--- src/design/imh_pkg.sv ---
// shared types, constants and step codes for the indexed min-heap
// no dependencies
package imh_pkg;

  localparam int MaxVertices = 1024;
  localparam int DistBits    = 31;
  localparam int IdxW        = $clog2(MaxVertices);
  localparam int CntW        = $clog2(MaxVertices + 1);

  localparam logic [1:0] CMD_LOAD    = 2'd0;
  localparam logic [1:0] CMD_EXTRACT = 2'd1;
  localparam logic [1:0] CMD_DECKEY  = 2'd2;
  localparam logic [1:0] CMD_QUERY   = 2'd3;

  typedef struct packed {
    logic [1:0]          cmd;
    logic [IdxW-1:0]     heap_index;
    logic [IdxW-1:0]     vertex;
    logic [DistBits-1:0] distance;
  } in_req_t;

  typedef struct packed {
    logic [IdxW-1:0] min_vertex;
    logic            in_heap;
    logic            was_empty;
    logic [CntW-1:0] entries_left;
  } out_res_t;

  typedef struct packed {
    logic [IdxW-1:0]     vert;
    logic [DistBits-1:0] key;
  } entry_t;

  typedef logic [4:0] op_t;

  localparam op_t OP_NONE      = 5'd0;
  localparam op_t OP_ACCEPT    = 5'd1;
  localparam op_t OP_LOAD      = 5'd2;
  localparam op_t OP_QRY_RD    = 5'd3;
  localparam op_t OP_EX_RDROOT = 5'd4;
  localparam op_t OP_EX_RDLAST = 5'd5;
  localparam op_t OP_EX_MOVE   = 5'd6;
  localparam op_t OP_EX_POS    = 5'd7;
  localparam op_t OP_SD_RDL    = 5'd8;
  localparam op_t OP_SD_RDR    = 5'd9;
  localparam op_t OP_SD_PICK   = 5'd10;
  localparam op_t OP_SD_SWAP   = 5'd11;
  localparam op_t OP_DK_RDP    = 5'd12;
  localparam op_t OP_DK_RDH    = 5'd13;
  localparam op_t OP_DK_WR     = 5'd14;
  localparam op_t OP_SU_RD     = 5'd15;
  localparam op_t OP_SU_CMP    = 5'd16;
  localparam op_t OP_SU_SWAP   = 5'd17;
  localparam op_t OP_FIN       = 5'd18;
  localparam op_t OP_FIN_EMPTY = 5'd19;

  typedef struct packed {
    op_t op;
  } dp_cmd_t;

  typedef struct packed {
    logic cnt_zero;
    logic l_ok;
    logic sd_move;
    logic idx_zero;
    logic su_move;
  } dp_stat_t;

endpackage

--- src/design/imh_ctrl.sv ---
// controller: sequences each command over the datapath and owns the handshakes
// depends on imh_pkg
module imh_ctrl (
  input  logic              clk,
  input  logic              rst_n,
  input  logic              in_valid,
  output logic              in_ready,
  input  logic [1:0]        in_cmd,
  output logic              out_valid,
  input  logic              out_ready,
  input  imh_pkg::dp_stat_t stat,
  output imh_pkg::dp_cmd_t  cmd
);

  localparam logic [4:0] S_IDLE = 5'd0;
  localparam logic [4:0] S_LOAD = 5'd1;
  localparam logic [4:0] S_QRD  = 5'd2;
  localparam logic [4:0] S_EX0  = 5'd3;
  localparam logic [4:0] S_EX1  = 5'd4;
  localparam logic [4:0] S_EX2  = 5'd5;
  localparam logic [4:0] S_EX3  = 5'd6;
  localparam logic [4:0] S_SD0  = 5'd7;
  localparam logic [4:0] S_SD1  = 5'd8;
  localparam logic [4:0] S_SD2  = 5'd9;
  localparam logic [4:0] S_SD3  = 5'd10;
  localparam logic [4:0] S_DK0  = 5'd11;
  localparam logic [4:0] S_DK1  = 5'd12;
  localparam logic [4:0] S_DK2  = 5'd13;
  localparam logic [4:0] S_SU0  = 5'd14;
  localparam logic [4:0] S_SU1  = 5'd15;
  localparam logic [4:0] S_SU2  = 5'd16;
  localparam logic [4:0] S_FIN  = 5'd17;
  localparam logic [4:0] S_FINE = 5'd18;

  logic [4:0] state_r, state_nxt;
  logic       out_valid_r, out_valid_nxt;
  logic       slot_free;

  assign slot_free = !out_valid_r || out_ready;
  assign in_ready  = (state_r == S_IDLE);
  assign out_valid = out_valid_r;

  always_comb begin
    state_nxt     = state_r;
    cmd.op        = imh_pkg::OP_NONE;
    out_valid_nxt = out_ready ? 1'b0 : out_valid_r;
    unique case (state_r)
      S_IDLE: begin
        if (in_valid) begin
          cmd.op = imh_pkg::OP_ACCEPT;
          unique case (in_cmd)
            imh_pkg::CMD_LOAD:    state_nxt = S_LOAD;
            imh_pkg::CMD_EXTRACT: state_nxt = stat.cnt_zero ? S_FINE : S_EX0;
            imh_pkg::CMD_DECKEY:  state_nxt = S_DK0;
            imh_pkg::CMD_QUERY:   state_nxt = S_QRD;
            default:              state_nxt = S_IDLE;
          endcase
        end
      end
      S_LOAD: begin
        cmd.op = imh_pkg::OP_LOAD;
        state_nxt = S_FIN;
      end
      S_QRD: begin
        cmd.op = imh_pkg::OP_QRY_RD;
        state_nxt = S_FIN;
      end
      S_EX0: begin
        cmd.op = imh_pkg::OP_EX_RDROOT;
        state_nxt = S_EX1;
      end
      S_EX1: begin
        cmd.op = imh_pkg::OP_EX_RDLAST;
        state_nxt = S_EX2;
      end
      S_EX2: begin
        cmd.op = imh_pkg::OP_EX_MOVE;
        state_nxt = S_EX3;
      end
      S_EX3: begin
        cmd.op = imh_pkg::OP_EX_POS;
        state_nxt = S_SD0;
      end
      S_SD0: begin
        cmd.op = imh_pkg::OP_SD_RDL;
        state_nxt = stat.l_ok ? S_SD1 : S_FIN;
      end
      S_SD1: begin
        cmd.op = imh_pkg::OP_SD_RDR;
        state_nxt = S_SD2;
      end
      S_SD2: begin
        cmd.op = imh_pkg::OP_SD_PICK;
        state_nxt = stat.sd_move ? S_SD3 : S_FIN;
      end
      S_SD3: begin
        cmd.op = imh_pkg::OP_SD_SWAP;
        state_nxt = S_SD0;
      end
      S_DK0: begin
        cmd.op = imh_pkg::OP_DK_RDP;
        state_nxt = S_DK1;
      end
      S_DK1: begin
        cmd.op = imh_pkg::OP_DK_RDH;
        state_nxt = S_DK2;
      end
      S_DK2: begin
        cmd.op = imh_pkg::OP_DK_WR;
        state_nxt = S_SU0;
      end
      S_SU0: begin
        cmd.op = imh_pkg::OP_SU_RD;
        state_nxt = stat.idx_zero ? S_FIN : S_SU1;
      end
      S_SU1: begin
        cmd.op = imh_pkg::OP_SU_CMP;
        state_nxt = stat.su_move ? S_SU2 : S_FIN;
      end
      S_SU2: begin
        cmd.op = imh_pkg::OP_SU_SWAP;
        state_nxt = S_SU0;
      end
      S_FIN, S_FINE: begin
        // wait for the result register to free up
        if (slot_free) begin
          cmd.op = (state_r == S_FINE) ? imh_pkg::OP_FIN_EMPTY : imh_pkg::OP_FIN;
          out_valid_nxt = 1'b1;
          state_nxt = S_IDLE;
        end
      end
      default: begin
        state_nxt = S_IDLE;
      end
    endcase
  end

  always_ff @(posedge clk) begin
    if (!rst_n) begin
      state_r     <= S_IDLE;
      out_valid_r <= 1'b0;
    end else begin
      state_r     <= state_nxt;
      out_valid_r <= out_valid_nxt;
    end
  end

endmodule

--- config.mk ---
export PLATFORM = sky130hd
export DESIGN_NAME = imh_ctrl
export DESIGN_NICKNAME = d
export VERILOG_FILES = /design/src/design/imh_pkg.sv /design/src/design/imh_ctrl.sv
export SDC_FILE = /design/constraint.sdc
export NUM_CORES = 1
export LEC_CHECK = 0
export BUFFER_PORTS_ARGS = -buffer_cell sky130_fd_sc_hd__buf_4
export CAP_MARGIN = 20
export CORE_AREA = 2 2 45 47
export CTS_CLUSTER_DIAMETER = 40
export DETAILED_ROUTE_END_ITERATION = 8
export DIE_AREA = 0 0 47 49
export SLEW_MARGIN = 20
export SYNTH_ARGS = -nofsm -noshare
export SYNTH_HDL_FRONTEND = slang
export SYNTH_SLANG_ARGS = --single-unit
--- constraint.sdc ---
create_clock -name clk -period 1.3 [get_ports clk]
set_input_delay 0.065 -clock clk [delete_from_list [all_inputs] [get_ports clk]]
set_output_delay 0.065 -clock clk [all_outputs]
set_load 0.01 [all_outputs]
# Word-level counts from Yosys, hierarchy flattened
# Index checks and enable logic that the tools add are counted.
[word_totals]
regBits = 6
input_bits = 11
wordCells = 50
output_inout_bits = 7
[op_classes]
n_eq_ne = 23
reduce_logical = 9
muxes = 16
[ops]
columns = ["cell", "n"]
rows = [
  ["5-bit case mux with 18 select lines", 1],
  ["5-bit case mux with 15 select lines", 1],
  ["5-bit by 4-bit equality test with 1-bit output (second input constant)", 8],
  ["5-bit 2-to-1 mux", 7],
  ["5-bit by 3-bit equality test with 1-bit output (second input constant)", 4],
  ["5-bit case mux with 4 select lines", 1],
  ["5-bit equality test (second input constant)", 3],
  ["5-bit by 2-bit equality test with 1-bit output (second input constant)", 2],
  ["2-bit OR reduction", 4],
  ["1-bit 2-to-1 mux", 6],
  ["5-bit by 1-bit equality test with 1-bit output (second input constant)", 1],
  ["5-bit logical NOT", 1],
  ["2-bit equality test (second input constant)", 2],
  ["2-bit != test (second input constant)", 2],
  ["2-bit by 1-bit equality test with 1-bit output (second input constant)", 1],
  ["2-bit logical NOT", 1],
  ["2-bit AND reduction", 1],
  ["1-bit logical NOT", 1],
  ["1-bit logical OR", 1],
]

# Longest topological paths before layout
[logic_depth]
ltp_word = 4
mapped_depth = 6
mapped_depth_nobuf = 4

# Worst setup path before layout
# Ideal clock, no wire load.
[synth_path]
path_kind = "register to register"
from = "register state_r[0]"
to = "register state_r[0]"
setup_time_ns = 0.119
synth_period_minus_slack_ns = 1.339
path_buffers = 1
arrival_time_ns = 1.220
slack_ns = -0.039
path_stages_with_launch = 6
required_ns = 1.181
path_cell_list = "dfxtp_1 buf_4 xor2_1 nand4_1 and2_1 o221a_1"
[synth_via]
elab_chain_cells = 4
elab_cells_between_ends = 27
classes_between = "eq/ne: 20; mux: 1; reduce/logical: 6"
[synth_rtl]
columns = ["element", "line", "source"]
rows = [
  ["start, declared", "imh_ctrl.sv:35", "logic [4:0] state_r, state_nxt;"],
  ["start signal, assigned", "imh_ctrl.sv:143", "state_r <= state_nxt;"],
  ["5-bit equality test", "imh_ctrl.sv:47", "unique case (state_r)"],
  ["2-bit OR reduction", "imh_ctrl.sv:47", ""],
  ["2-bit != test (no line)", "n/a", ""],
  ["2-bit AND reduction (no line)", "n/a", ""],
]
# Several ways; a longest one is shown, not always the timed one.
# A chain may end at the register's enable or synchronous reset.

# Worst setup path in the final report
[layout_path]
from = "register state_r[1]"
to = "register state_r[4]"
# The elaborated chain is that of the path after synthesis.

==> out/results.ini <==
[clock_network]
clk_pin_slew_ns = 0.06
cts_made_buffers = 3
cts_max_path_buffers = 2
cts_root_buf = clkbuf_4
cts_tree = yes
cts_max_level = 1
cts_sinks = 6
clk_latency_ns = 0.27
hold_buffers = 0

[timing]
fin_skew_ns = 0.005354
rsz0062_at_grt = yes
worstMarginPinSlew_ns = 0.3028
min_period_ns = 1.579
setup_viol = 11
clock.fmax_mhz = 633.5
totalNegativeSetupSlack_ns = -1.514
fin_crit_sh = 1.214
relSlewSlack = 0.7966
timing.final.ws_setup_ns = -0.2786
finalHoldViolations = 0
drv_slew = 0

[layout]
area_delta_synth_final_pct = 105.2
diodes = 0
nets = 157
n_fill_cell = 143
drive_gt1_frac = 0.7083

[setup_path]
r2r_start = state_r[1]
cp_slowest_cell = dfxtp_4
worst_setup_path_end_kind = flop
crit_path_end = state_r[4]
path_class = reg -> reg
path_cells = buf_6 -> buf_4 -> o221ai_2 -> nand4_1 -> o311a_1
reg2reg_depth = 5
critPathLaunch = state_r[1]
crit_path_start_kind = flop
arrival_ns = 1.73
path_max_fanout = 6
required_ns = 1.45
rr_endpoint = state_r[4]
rrSetupSlack_ns = -0.28
crit_path_max_incr_delay_ns = 0.38

[yosys]
synth_flop_cell = dfxtp_1
syn-instance-count = 91
ys_seq_area_frac = 0.1768
async_flop_share = 0
synth_edf_count = 0
synth_common_cells = 11 x nor2_1, 7 x a21oi_1, 6 x dfxtp_1, 5 x buf_4, 5 x nand2_1
syn_nets = 102
syn_area_sq_um = 679.4
yosysWarnings = 0
ys_seq_elements = 6
avgSynthCellArea_sq_um = 7.466
synth_most_common_cell = nor2_1
synth_cell_type_count = 40
yosysTopAreaCellShare = 0.1768
yosys.area.top_type = dfxtp_1
ys_top_cells_by_area = dfxtp_1 18%, nor2_1 6.1%, buf_4 5.5%

[placement]
hpwl_mm = 1.635
gp_congestion = 0.8073
io_buffers = 17

[run_status]
run_status = finished with violations
violations = setup timing

[detailed_routing]
via_count = 983
drt.antenna.violating_nets = 0
drt_iter0_drc = 44
viasPerCell = 5.749
drtPass1Iterations = 4
drcViolationCount = 0
drt-total-wl_mm = 3.235
post_drt_wl_per_cell_um = 18.92

[die]
num_rows = 16
die_y_um = 49
num_io_pins = 18
core_area_sq_um = 1842
start_util = 0.3689
fp.dieArea_sq_um = 2303
dieWidth_um = 47

[flow_run]
max-cap-violations = 0

[global_route]
grt_max_degree = 13
grt_pass1_vias = 929
antenna_found_initial = 0
grt_remaining_overflow = 0
grt_use_total = 0.2711
grt_first_pass_wirelength_mm = 4.409

[power]
power_uw = 3355
p_leak_uw = 0.0006020
cellPowerDensity_nw_per_um2 = 2407
peakVddDrop_v = 0.001428

[min_path]
hold_path.class = in -> reg
hold_depth = 2

## cells in the final DEF (no fill, tap or decap), types with 2 or more instances in the layout
master and n:
nor2_1 9, xor2_1 2, dfxtp_4 4, a21oi_2 3, nor2b_4 2, nand2_4 2, a21oi_1 4, buf_6 15
nand4_1 2, o21ai_0 2, and2_4 2, nand3b_1 3, nor2_2 2, a31oi_1 2, buf_4 42, nand2_1 2
or3_4 2, inv_1 2, clkbuf_4 3, dfxtp_2 2
## per-stage QoR
| stage | worst slack (ns) | utilization | instance area (sq um) | std cells | hold slack (ns) |
|---|---|---|---|---|---|
| after CTS | -0.1320 | 0.6773 | 1247 | 167 | 0.09184 |
| after global routing | -0.2781 | 0.7568 | 1394 | 171 | 0.08052 |
| final | -0.2786 | 0.7568 | 1394 | 171 | 0.07830 |
| after global placement | -0.2559 | 0.5448 | 1003 | 154 | 0.3477 |
| after floorplan | -0.03309 | - | 701.9 | 91 | 0.1962 |
| after detailed placement | -0.3331 | 0.5448 | 1003 | 154 | 0.3493 |
## flip-flops by register name, indices dropped and copies added, names as in the netlist
signal / count
out_valid: 1
state_r: 5
## timing repair
item	in CTS	in global routing
setup endpoints to repair	11	11
pin swaps	20	14
gates resized for setup	38	29
buffers inserted	10	4
## kinds of logic after synthesis
group	after synthesis	share of synthesized area
xor gates and xnor gates	4	0.05157
buffers and inverters	12	0.1271
adders and majority gates	1	0.01473
AOI/OAI and AO/OA	26	0.2597
DFF	6	0.1768
and+or+nand+nor	42	0.3702
## per-layer routing
metal	part of all wire	track usage
met1	0.40	0.3462
met4	0.059	0.1806
met5	0	0
met2	0.47	0.3904
met3	0.070	0.06296
## how the worst min path moves through the flow
stage               startpoint         end  slack [ns]
finish                   rst_n  state_r[4]        0.08
global route             rst_n  state_r[4]        0.08
CTS                      rst_n  state_r[4]        0.09
detailed placement       rst_n  state_r[4]        0.35
global placement         rst_n  state_r[4]        0.35
floorplan                rst_n  state_r[4]        0.20
## report_power, final
part / total, uW / switching (uW) / leakage [uW] / internal, uW
clock network: 206 / 99.1 / 0.0000138 / 107
logic: 2700 / 1190 / 0.000535 / 1510
registers: 447 / 165 / 0.0000528 / 282
## area by class of cell
type	count	area, sq um	area share
Inverter	3	11.26	0.008079
Tap cell	27	33.78	0.02424
Sequential cell	6	137.6	0.09874
Timing Repair Buffer	59	519.2	0.3725
Clock buffer	3	22.52	0.01616
Multi-Input combinational cell	73	669.4	0.4803
## critical path: cells and delay by family, from the launching register on
kind	cells	cell delay, ns
compound gates	2	0.60
simple gates	1	0.21
flops	1	0.38
buf+inv	2	0.27
(Power assumes the default switching activity.)
